**config.mk**
```make
export PLATFORM = sky130hd
export DESIGN_NAME = subscription_string_parser
export DESIGN_NICKNAME = d
export VERILOG_FILES = /design/src/rtl/core/ssp_pkg.sv /design/src/rtl/core/subscription_string_parser.sv
export SDC_FILE = /design/constraint.sdc
export NUM_CORES = 2
export LEC_CHECK = 0
export ABC_AREA = 1
export BUFFER_PORTS_ARGS = -buffer_cell sky130_fd_sc_hd__buf_2
export CAP_MARGIN = 15
export CORE_UTILIZATION = 40
export DETAILED_ROUTE_END_ITERATION = 6
export SYNTH_ARGS = -nofsm -noshare
export SYNTH_HDL_FRONTEND = slang
export SYNTH_SLANG_ARGS = --single-unit
```
**constraint.sdc**
```tcl
create_clock -name clk -period 28.1 [get_ports clk]
set_input_delay 4.215 -clock clk [delete_from_list [all_inputs] [get_ports clk]]
set_output_delay 4.215 -clock clk [all_outputs]
set_load 0.01 [all_outputs]
```
**src/rtl/core/ssp_pkg.sv**
```systemverilog
// Shared types, character codes and status codes of the subscription string parser.
`default_nettype none

package ssp_pkg;

  // Default saturation limit for character positions.
  localparam int unsigned MAX_TEXT_LEN_DEF = 65535;

  // Result status codes.
  localparam logic [1:0] ST_OK      = 2'd0;
  localparam logic [1:0] ST_RANGE   = 2'd1;
  localparam logic [1:0] ST_UNKNOWN = 2'd2;
  localparam logic [1:0] ST_DUP     = 2'd3;

  // Item kind codes.
  localparam logic [1:0] KIND_QUOTE   = 2'd0;
  localparam logic [1:0] KIND_TRADE   = 2'd1;
  localparam logic [1:0] KIND_SUMMARY = 2'd2;

  // Characters of the grammar.
  localparam logic [7:0] CH_Q     = 8'h51;
  localparam logic [7:0] CH_T     = 8'h54;
  localparam logic [7:0] CH_S     = 8'h53;
  localparam logic [7:0] CH_SEMI  = 8'h3B;
  localparam logic [7:0] CH_ZERO  = 8'h30;
  localparam logic [7:0] CH_NINE  = 8'h39;

  // One input beat: at most one character of the text, flagged by has_char.
  typedef struct packed {
    logic [7:0] ch;
    logic       has_char;
    logic       last;
  } in_beat_t;

  // One result beat.
  typedef struct packed {
    logic [1:0]  status;
    logic [15:0] error_pos;
    logic [15:0] end_pos;
    logic [1:0]  item_count;
    logic [1:0]  kind_a;
    logic [1:0]  kind_b;
    logic [1:0]  kind_c;
    logic [63:0] qty_a;
    logic [63:0] qty_b;
    logic [63:0] qty_c;
  } out_beat_t;

  // Characters of the leading "SUB:" text.
  function automatic logic [7:0] lead_char(input logic [1:0] idx);
    logic [7:0] c;
    unique case (idx)
      2'd0:    c = 8'h53;
      2'd1:    c = 8'h55;
      2'd2:    c = 8'h42;
      default: c = 8'h3A;
    endcase
    return c;
  endfunction

  // Check made when a quantity closes: ok, unknown pattern or duplicate.
  function automatic logic [1:0] close_check(input logic        dseen,
                                             input logic        ovf,
                                             input logic [63:0] acc,
                                             input logic [2:0]  seen,
                                             input logic [1:0]  kind,
                                             input logic [1:0]  cnt);
    logic [1:0] r;
    if (!dseen || ovf || (acc == 64'd0)) begin
      r = ST_UNKNOWN;
    end else if (seen[kind] || (cnt == 2'd3)) begin
      r = ST_DUP;
    end else begin
      r = ST_OK;
    end
    return r;
  endfunction

endpackage

`default_nettype wire

```
**src/rtl/core/subscription_string_parser.sv**
```systemverilog
// Top level of the subscription string parser: per-character parse state and result stage.
`default_nettype none

// Checks a text, one character per beat, against "SUB:" item { ';' item }, where an
// item is a kind letter Q, T or S followed by a nonzero decimal quantity that fits in
// 64 bits. One input beat is taken each clock cycle that in_stall is low; the parse state
// (prefix match, times-ten accumulate, close checks) updates in that same cycle, so the
// sustained rate is one character per cycle while in_stall stays low. The beat flagged
// last (with or without a character) produces one result beat, which appears on out in
// the cycle after that beat is taken when the output register is free; behind a stalled
// result it waits in a one-entry skid register and moves to out once the stalled result
// is taken, and while it waits in_stall holds up the following text. in_stall rises
// only while both hold a result. Positions count up to MAX_TEXT_LEN and are clamped to
// 16 bits on output. After a result the parser is back in its reset state.
module subscription_string_parser #(
  parameter int unsigned MAX_TEXT_LEN = ssp_pkg::MAX_TEXT_LEN_DEF
) (
  input  wire                logic clk,
  input  wire                logic rst,
  input  wire                logic in_valid,
  output                     logic in_stall,
  input  wire ssp_pkg::in_beat_t  in_beat,
  output                     logic out_valid,
  input  wire                logic out_stall,
  output ssp_pkg::out_beat_t      out_beat
);
  import ssp_pkg::*;

  localparam int unsigned POS_W = $clog2(MAX_TEXT_LEN + 1);
  localparam logic [POS_W-1:0] POS_MAX = POS_W'(MAX_TEXT_LEN);

  // Parse phases.
  localparam logic [1:0] PH_PREFIX = 2'd0;
  localparam logic [1:0] PH_KIND   = 2'd1;
  localparam logic [1:0] PH_DIGITS = 2'd2;
  localparam logic [1:0] PH_DONE   = 2'd3;

  // Parse state.
  logic [1:0]       phase;
  logic [1:0]       prefix_index;
  logic [POS_W-1:0] position;
  logic [POS_W-1:0] item_start;
  logic [63:0]      accumulator;
  logic             overflow_flag;
  logic             digit_seen;
  logic [1:0]       current_kind;
  logic [2:0]       seen_kinds;
  logic [1:0]       count;
  logic [1:0]       kinds      [3];
  logic [63:0]      quantities [3];
  logic [1:0]       final_status;
  logic [POS_W-1:0] final_pos;

  logic [1:0]       phase_next;
  logic [1:0]       prefix_index_next;
  logic [POS_W-1:0] position_next;
  logic [POS_W-1:0] item_start_next;
  logic [63:0]      accumulator_next;
  logic             overflow_flag_next;
  logic             digit_seen_next;
  logic [1:0]       current_kind_next;
  logic [2:0]       seen_kinds_next;
  logic [1:0]       count_next;
  logic [1:0]       kinds_next      [3];
  logic [63:0]      quantities_next [3];
  logic [1:0]       final_status_next;
  logic [POS_W-1:0] final_pos_next;

  // Result stage.
  logic      skid_valid;
  out_beat_t skid_beat;
  out_beat_t result;

  logic accept;
  logic result_new;

  assign in_stall   = skid_valid;
  assign accept     = in_valid && !in_stall;
  assign result_new = accept && in_beat.last;

  // ---------------------------------------------------------------------------
  // Parse step: character first, then the end-of-text check on a last beat.
  // ---------------------------------------------------------------------------
  always_comb begin
    logic [1:0]       ph;
    logic [1:0]       pidx;
    logic [POS_W-1:0] pos;
    logic [POS_W-1:0] istart;
    logic [63:0]      acc;
    logic             ovf;
    logic             dseen;
    logic [1:0]       ckind;
    logic [2:0]       seen;
    logic [1:0]       cnt;
    logic [1:0]       kd [3];
    logic [63:0]      qt [3];
    logic [1:0]       fst;
    logic [POS_W-1:0] fpos;
    logic [1:0]       chk;
    logic [67:0]      prod;
    logic [31:0]      fp_wide;
    logic [15:0]      fp16;
    logic             ok;

    ph     = phase;
    pidx   = prefix_index;
    pos    = position;
    istart = item_start;
    acc    = accumulator;
    ovf    = overflow_flag;
    dseen  = digit_seen;
    ckind  = current_kind;
    seen   = seen_kinds;
    cnt    = count;
    kd     = kinds;
    qt     = quantities;
    fst    = final_status;
    fpos   = final_pos;
    chk    = ST_OK;
    prod   = '0;

    if (in_beat.has_char) begin
      unique case (ph)
        PH_PREFIX: begin
          if (in_beat.ch == lead_char(pidx)) begin
            if (pidx == 2'd3) begin
              ph = PH_KIND;
            end else begin
              pidx = pidx + 2'd1;
            end
          end else begin
            ph   = PH_DONE;
            fst  = ST_UNKNOWN;
            fpos = '0;
          end
        end
        PH_KIND: begin
          istart = pos;
          if ((in_beat.ch == CH_Q) || (in_beat.ch == CH_T) || (in_beat.ch == CH_S)) begin
            ckind = (in_beat.ch == CH_Q) ? KIND_QUOTE :
                    (in_beat.ch == CH_T) ? KIND_TRADE : KIND_SUMMARY;
            acc   = '0;
            ovf   = 1'b0;
            dseen = 1'b0;
            ph    = PH_DIGITS;
          end else begin
            ph   = PH_DONE;
            fst  = ST_UNKNOWN;
            fpos = pos;
          end
        end
        PH_DIGITS: begin
          if ((in_beat.ch >= CH_ZERO) && (in_beat.ch <= CH_NINE)) begin
            dseen = 1'b1;
            if (!ovf) begin
              // acc*10 + d in 68 bits; any carry into the top nibble is overflow
              prod = {1'b0, acc, 3'b000} + {3'b000, acc, 1'b0}
                   + {64'd0, in_beat.ch[3:0]};
              if (prod[67:64] != 4'd0) begin
                ovf = 1'b1;
              end else begin
                acc = prod[63:0];
              end
            end
          end else begin
            chk = close_check(dseen, ovf, acc, seen, ckind, cnt);
            if (chk == ST_OK) begin
              seen[ckind] = 1'b1;
              kd[cnt]     = ckind;
              qt[cnt]     = acc;
              cnt         = cnt + 2'd1;
              if (in_beat.ch == CH_SEMI) begin
                ph = PH_KIND;
              end else begin
                ph   = PH_DONE;
                fst  = ST_OK;
                fpos = pos;
              end
            end else begin
              ph   = PH_DONE;
              fst  = chk;
              fpos = istart;
            end
          end
        end
        default: begin
          // decided already: later characters only move the position
        end
      endcase
      if (pos < POS_MAX) begin
        pos = pos + POS_W'(1);
      end
    end

    if (in_beat.last) begin
      unique case (ph)
        PH_PREFIX: begin
          ph   = PH_DONE;
          fst  = (pos == '0) ? ST_RANGE : ST_UNKNOWN;
          fpos = '0;
        end
        PH_KIND: begin
          ph   = PH_DONE;
          fst  = ST_UNKNOWN;
          fpos = pos;
        end
        PH_DIGITS: begin
          chk = close_check(dseen, ovf, acc, seen, ckind, cnt);
          ph  = PH_DONE;
          if (chk == ST_OK) begin
            seen[ckind] = 1'b1;
            kd[cnt]     = ckind;
            qt[cnt]     = acc;
            cnt         = cnt + 2'd1;
            fst         = ST_OK;
            fpos        = pos;
          end else begin
            fst  = chk;
            fpos = istart;
          end
        end
        default: begin
        end
      endcase
    end

    // result fields, masked by status and count
    fp_wide = 32'(fpos);
    fp16    = (fp_wide > 32'h0000_FFFF) ? 16'hFFFF : fp_wide[15:0];
    ok      = (fst == ST_OK);
    result.status     = fst;
    result.error_pos  = ok ? 16'd0 : fp16;
    result.end_pos    = ok ? fp16 : 16'd0;
    result.item_count = ok ? cnt : 2'd0;
    result.kind_a     = (ok && (cnt > 2'd0)) ? kd[0] : 2'd0;
    result.kind_b     = (ok && (cnt > 2'd1)) ? kd[1] : 2'd0;
    result.kind_c     = (ok && (cnt > 2'd2)) ? kd[2] : 2'd0;
    result.qty_a      = (ok && (cnt > 2'd0)) ? qt[0] : 64'd0;
    result.qty_b      = (ok && (cnt > 2'd1)) ? qt[1] : 64'd0;
    result.qty_c      = (ok && (cnt > 2'd2)) ? qt[2] : 64'd0;

    // a last beat sends the parser back to its reset state
    if (in_beat.last) begin
      phase_next         = PH_PREFIX;
      prefix_index_next  = '0;
      position_next      = '0;
      item_start_next    = '0;
      accumulator_next   = '0;
      overflow_flag_next = 1'b0;
      digit_seen_next    = 1'b0;
      current_kind_next  = '0;
      seen_kinds_next    = '0;
      count_next         = '0;
      final_status_next  = ST_OK;
      final_pos_next     = '0;
    end else begin
      phase_next         = ph;
      prefix_index_next  = pidx;
      position_next      = pos;
      item_start_next    = istart;
      accumulator_next   = acc;
      overflow_flag_next = ovf;
      digit_seen_next    = dseen;
      current_kind_next  = ckind;
      seen_kinds_next    = seen;
      count_next         = cnt;
      final_status_next  = fst;
      final_pos_next     = fpos;
    end
    // stored items are masked by count, so they need no clearing
    kinds_next      = kd;
    quantities_next = qt;
  end

  // ---------------------------------------------------------------------------
  // Parse state registers.
  // ---------------------------------------------------------------------------
  always_ff @(posedge clk) begin
    if (rst) begin
      phase         <= PH_PREFIX;
      prefix_index  <= '0;
      position      <= '0;
      item_start    <= '0;
      accumulator   <= '0;
      overflow_flag <= 1'b0;
      digit_seen    <= 1'b0;
      current_kind  <= '0;
      seen_kinds    <= '0;
      count         <= '0;
      final_status  <= ST_OK;
      final_pos     <= '0;
    end else if (accept) begin
      phase         <= phase_next;
      prefix_index  <= prefix_index_next;
      position      <= position_next;
      item_start    <= item_start_next;
      accumulator   <= accumulator_next;
      overflow_flag <= overflow_flag_next;
      digit_seen    <= digit_seen_next;
      current_kind  <= current_kind_next;
      seen_kinds    <= seen_kinds_next;
      count         <= count_next;
      final_status  <= final_status_next;
      final_pos     <= final_pos_next;
    end
  end

  always_ff @(posedge clk) begin
    if (accept) begin
      kinds      <= kinds_next;
      quantities <= quantities_next;
    end
  end

  // ---------------------------------------------------------------------------
  // Result stage: output register plus one skid entry.
  // The skid entry fills only when a new result arrives while out is stalled;
  // it drains into out at the next free slot.
  // ---------------------------------------------------------------------------
  always_ff @(posedge clk) begin
    if (rst) begin
      out_valid  <= 1'b0;
      skid_valid <= 1'b0;
    end else if (!out_valid || !out_stall) begin
      if (skid_valid) begin
        out_valid  <= 1'b1;
        skid_valid <= 1'b0;
      end else begin
        out_valid <= result_new;
      end
    end else if (result_new) begin
      skid_valid <= 1'b1;
    end
  end

  always_ff @(posedge clk) begin
    if (!out_valid || !out_stall) begin
      if (skid_valid) begin
        out_beat <= skid_beat;
      end else if (result_new) begin
        out_beat <= result;
      end
    end else if (result_new) begin
      skid_beat <= result;
    end
  end

  // ---------------------------------------------------------------------------
  // Assertions.
  // ---------------------------------------------------------------------------
  a_skid_behind_out: assert property (@(posedge clk) disable iff (rst)
    skid_valid |-> out_valid)
    else $error("skid entry holds a result while out is empty");

  a_seen_matches_count: assert property (@(posedge clk) disable iff (rst)
    $countones(seen_kinds) == 32'(count))
    else $error("seen kinds disagree with item count");

  a_items_after_prefix: assert property (@(posedge clk) disable iff (rst)
    (count != 2'd0) |-> (phase != PH_PREFIX))
    else $error("items recorded while still matching the prefix");

  a_last_gives_result: assert property (@(posedge clk) disable iff (rst)
    result_new |=> out_valid)
    else $error("last beat taken but no result presented");

  a_last_clears_state: assert property (@(posedge clk) disable iff (rst)
    result_new |=> (phase == PH_PREFIX) && (count == 2'd0) && (position == '0))
    else $error("parse state not cleared after a result");

endmodule

`default_nettype wire
```
==> impl_metrics.tcl <==
set metrics [dict create \
    hold_violations 0 \
    rsz0062_at_grt "false" \
    grt_pass1_wl_um 221000 \
    grtUsageTotal_pct 25.8 \
    cts.path.max_buffers 3 \
    start_kind "input pin" \
    async_reset_ff_share_pct 0 \
    htree_levels 3 \
    vdd_ir_drop_max_mv 0.0665 \
    dpl_cell_area_um2 47000 \
    max_stage_delay_ns 0.98 \
    p_comb_share_pct 4.8 \
    ys.flop_type "edfxtp_1" \
    maxSlewViolCount 0 \
    critical_path.startpoint "in_beat[5]" \
    r2r_end "out_beat[26]$_DFFE_PP_" \
    viasPerCell 5.29 \
    portBuffers 249 \
    synth_fp_nets 5477 \
    fin_skew_ns 0.0380 \
    synth_area_um2 44600 \
    path_clk_slew_ns 0.06 \
    cts_tree "yes" \
    rr_startpoint "accumulator[1]$_SDFFE_PP0P_" \
    diodes 0 \
    drive_gt1_share_pct 12.2 \
    final_util_pct 45.3 \
    final_nets 5598 \
    relSlewSlack_pct 20.9 \
    syn-instance-count 5316 \
    dpl.hpwl_um 102000 \
    dr.pass1.iters 7 \
    setup_violations 0 \
    route.detailed.drc 0 \
    status "completed" \
    drv_cap 0 \
    max_freq_ghz 0.0823 \
    netSwitchingFraction_pct 23.4 \
    antenna_found_initial 0 \
    powerDensity_nw_per_um2 53.3 \
    power_switching_w 0.000624 \
    seq_power_share_pct 48.9 \
    fin_crit_ns 12.15 \
    die_w_um 336 \
    post_cts_buffers 0 \
    ys_warn_count 0 \
    ant_nets 0 \
    grt_overflow 0 \
    crit_path_frequent_cell "nand2_1" \
    syn_avg_cell_area_um2 8.39 \
    synth_edf_count 666 \
    first_global_vias 34866 \
    drt_iter0_markers 3259 \
    crit_type "in -> reg" \
    clock_latency_ns 0.70 \
    required_ns 28.64 \
    finalWirelength_um 148000 \
    ios 250 \
    worstSetupEndpoint "out_beat[26]$_DFFE_PP_" \
    setup_tns_ns 0 \
    holdCritPathClass "reg -> reg" \
    cp_max_fo 74 \
    p_clk_share_pct 46.3 \
    power.internal_w 0.00205 \
    cp.arrival_ns 12.70 \
    period_share_pct 43.2 \
    ys_types 56 \
    cts-hold-fix-buffers 0 \
    cts.sinks 795 \
    leakage_nw 20.9 \
    dieHeight_um 336 \
    r2r.worst_path.cells 36 \
    wl_per_cell_um 21.1 \
    ys_seq_elements 795 \
    stdcell_area_um2 50100 \
    syn_to_final_growth_pct 12.2 \
    cts-buffers-inserted 89 \
    clockRootBuffer "clkbuf_16" \
    worst_slew_pin_slew_ns 1.19 \
    start_util_pct 40.3 \
    grt_max_degree 188 \
    rows 122 \
    coreArea_um2 111000 \
    r2r_setup_slack_ns 18.92 \
    slowest_stage "nor2_4" \
    seq_area_frac_synth_pct 50.6 \
    vias 37031 \
    cp-end-kind "register" \
    place_congestion 0.978 \
    dieArea_um2 113000 \
    cts-resized-gates 0 \
]
-- power by group through the flow --
stage	clock (W)	combinational (W)	sequential, W
final	0.00123	0.000129	0.00131
after global routing	0.00129	0.000140	0.00131
after CTS	0.00125	0.000128	0.00131
after detailed placement	0	0.000128	0.00133
after global placement	0	0.000127	0.00133
after floorplan	0	0.0000679	0.00135
-- Yosys cell counts, types with 9 or more instances --
| library cell | n | area [um^2] |
|---|---|---|
| nor2_1 | 583 | 2190 |
| o2111ai_1 | 10 | 87.6 |
| nor2_2 | 27 | 169 |
| buf_4 | 29 | 218 |
| inv_1 | 473 | 1780 |
| buf_2 | 37 | 185 |
| xor2_1 | 42 | 368 |
| a21oi_2 | 15 | 131 |
| xnor2_1 | 20 | 175 |
| nand2_1 | 1564 | 5870 |
| buf_1 | 13 | 48.8 |
| inv_2 | 11 | 41.3 |
| a21oi_1 | 368 | 1840 |
| nand3_1 | 256 | 1280 |
| mux2_2 | 99 | 1110 |
| o21ai_1 | 14 | 70.1 |
| nor4_1 | 26 | 163 |
| clkbuf_1 | 176 | 661 |
| and2_1 | 86 | 538 |
| o21bai_1 | 23 | 173 |
| ha_1 | 145 | 1810 |
| dfxtp_1 | 129 | 2580 |
| o21ai_0 | 162 | 811 |
| buf_6 | 9 | 101 |
| nor3_1 | 117 | 586 |
| nor3_2 | 40 | 400 |
| o22ai_1 | 20 | 125 |
| nand4_1 | 90 | 563 |
| edfxtp_1 | 666 | 20000 |
-- stage by stage --
stage	setup slack [ns]	hold slack [ns]	instances	total power, W
floorplan	11.24	0.442	5316	0.00142
global placement	15.78	0.461	6834	0.00146
detailed placement	15.41	0.468	6834	0.00146
CTS	16.11	0.478	7000	0.00268
global route	15.30	0.493	7000	0.00274
finish	15.95	0.482	7000	0.00267
-- cells by family after synthesis --
group | share of synthesized area, %
mux | 2.50
simple gates | 27.0
buf+inv | 6.82
flops | 50.6
fa+ha+maj | 4.15
xor+xnor | 1.22
compound gates | 7.69
-- worst max-delay path, delay by kind of cell --
kind | cells | cell delay (ns)
buf+inv | 5 | 1.44
fa+ha+maj | 2 | 0.95
simple gates | 31 | 5.93
-- worst min-delay path by stage --
stage / end / start / slack, ns / cells past startpoint
floorplan: seen_kinds[2]$_SDFFE_PP0P_ / seen_kinds[2]$_SDFFE_PP0P_ / 0.44 / 2
detailed placement: final_pos[13]$_SDFFE_PP0P_ / final_pos[13]$_SDFFE_PP0P_ / 0.47 / 2
CTS: final_pos[13]$_SDFFE_PP0P_ / final_pos[13]$_SDFFE_PP0P_ / 0.48 / 2
finish: final_pos[9]$_SDFFE_PP0P_ / final_pos[9]$_SDFFE_PP0P_ / 0.48 / 2
global placement: seen_kinds[2]$_SDFFE_PP0P_ / seen_kinds[2]$_SDFFE_PP0P_ / 0.46 / 2
global route: final_pos[8]$_SDFFE_PP0P_ / final_pos[8]$_SDFFE_PP0P_ / 0.49 / 2
-- layout make-up --
cell class | instances | area, um^2
sequential | 795 | 22600
fill | 10856 | 60600
clock buffer | 110 | 2380
tap | 1488 | 1860
inverter | 486 | 1840
multi-input combinational | 3770 | 19100
timing repair buffer | 295 | 1620
clock inverter | 56 | 718
-- routing by layer --
metal	wire length (um)	vias up	GRT usage [%]
li1	-	17918	-
met1	63300	17542	34.4
met2	69600	1360	42.7
met3	9030	211	3.43
met4	5720	0	9.53
met5	0	-	0
-- layout by cell type (no fill, tap or decap), types with 90 or more instances in the layout --
cell type  count
inv_1        471
nand4_1       90
dfxtp_1      128
mux2_2        99
nand2_1     1561
a21oi_1      367
buf_2        248
edfxtp_1     666
o21ai_0      162
nor2_1       575
nand3_1      256
ha_1         145
nor3_1       117
-- flip-flops by register name, summed over array words and instances (netlist names) --
name,cells
quantities,192
out_beat,234
current_kind,2
out_valid,1
position,16
item_start,16
count,2
final_status,2
in_stall,1
skid_beat,234
phase,2
final_pos,16
digit_seen,1
overflow_flag,1
accumulator,64
seen_kinds,3
kinds,6
prefix_index,2
Power figures use the tool's default switching activity.
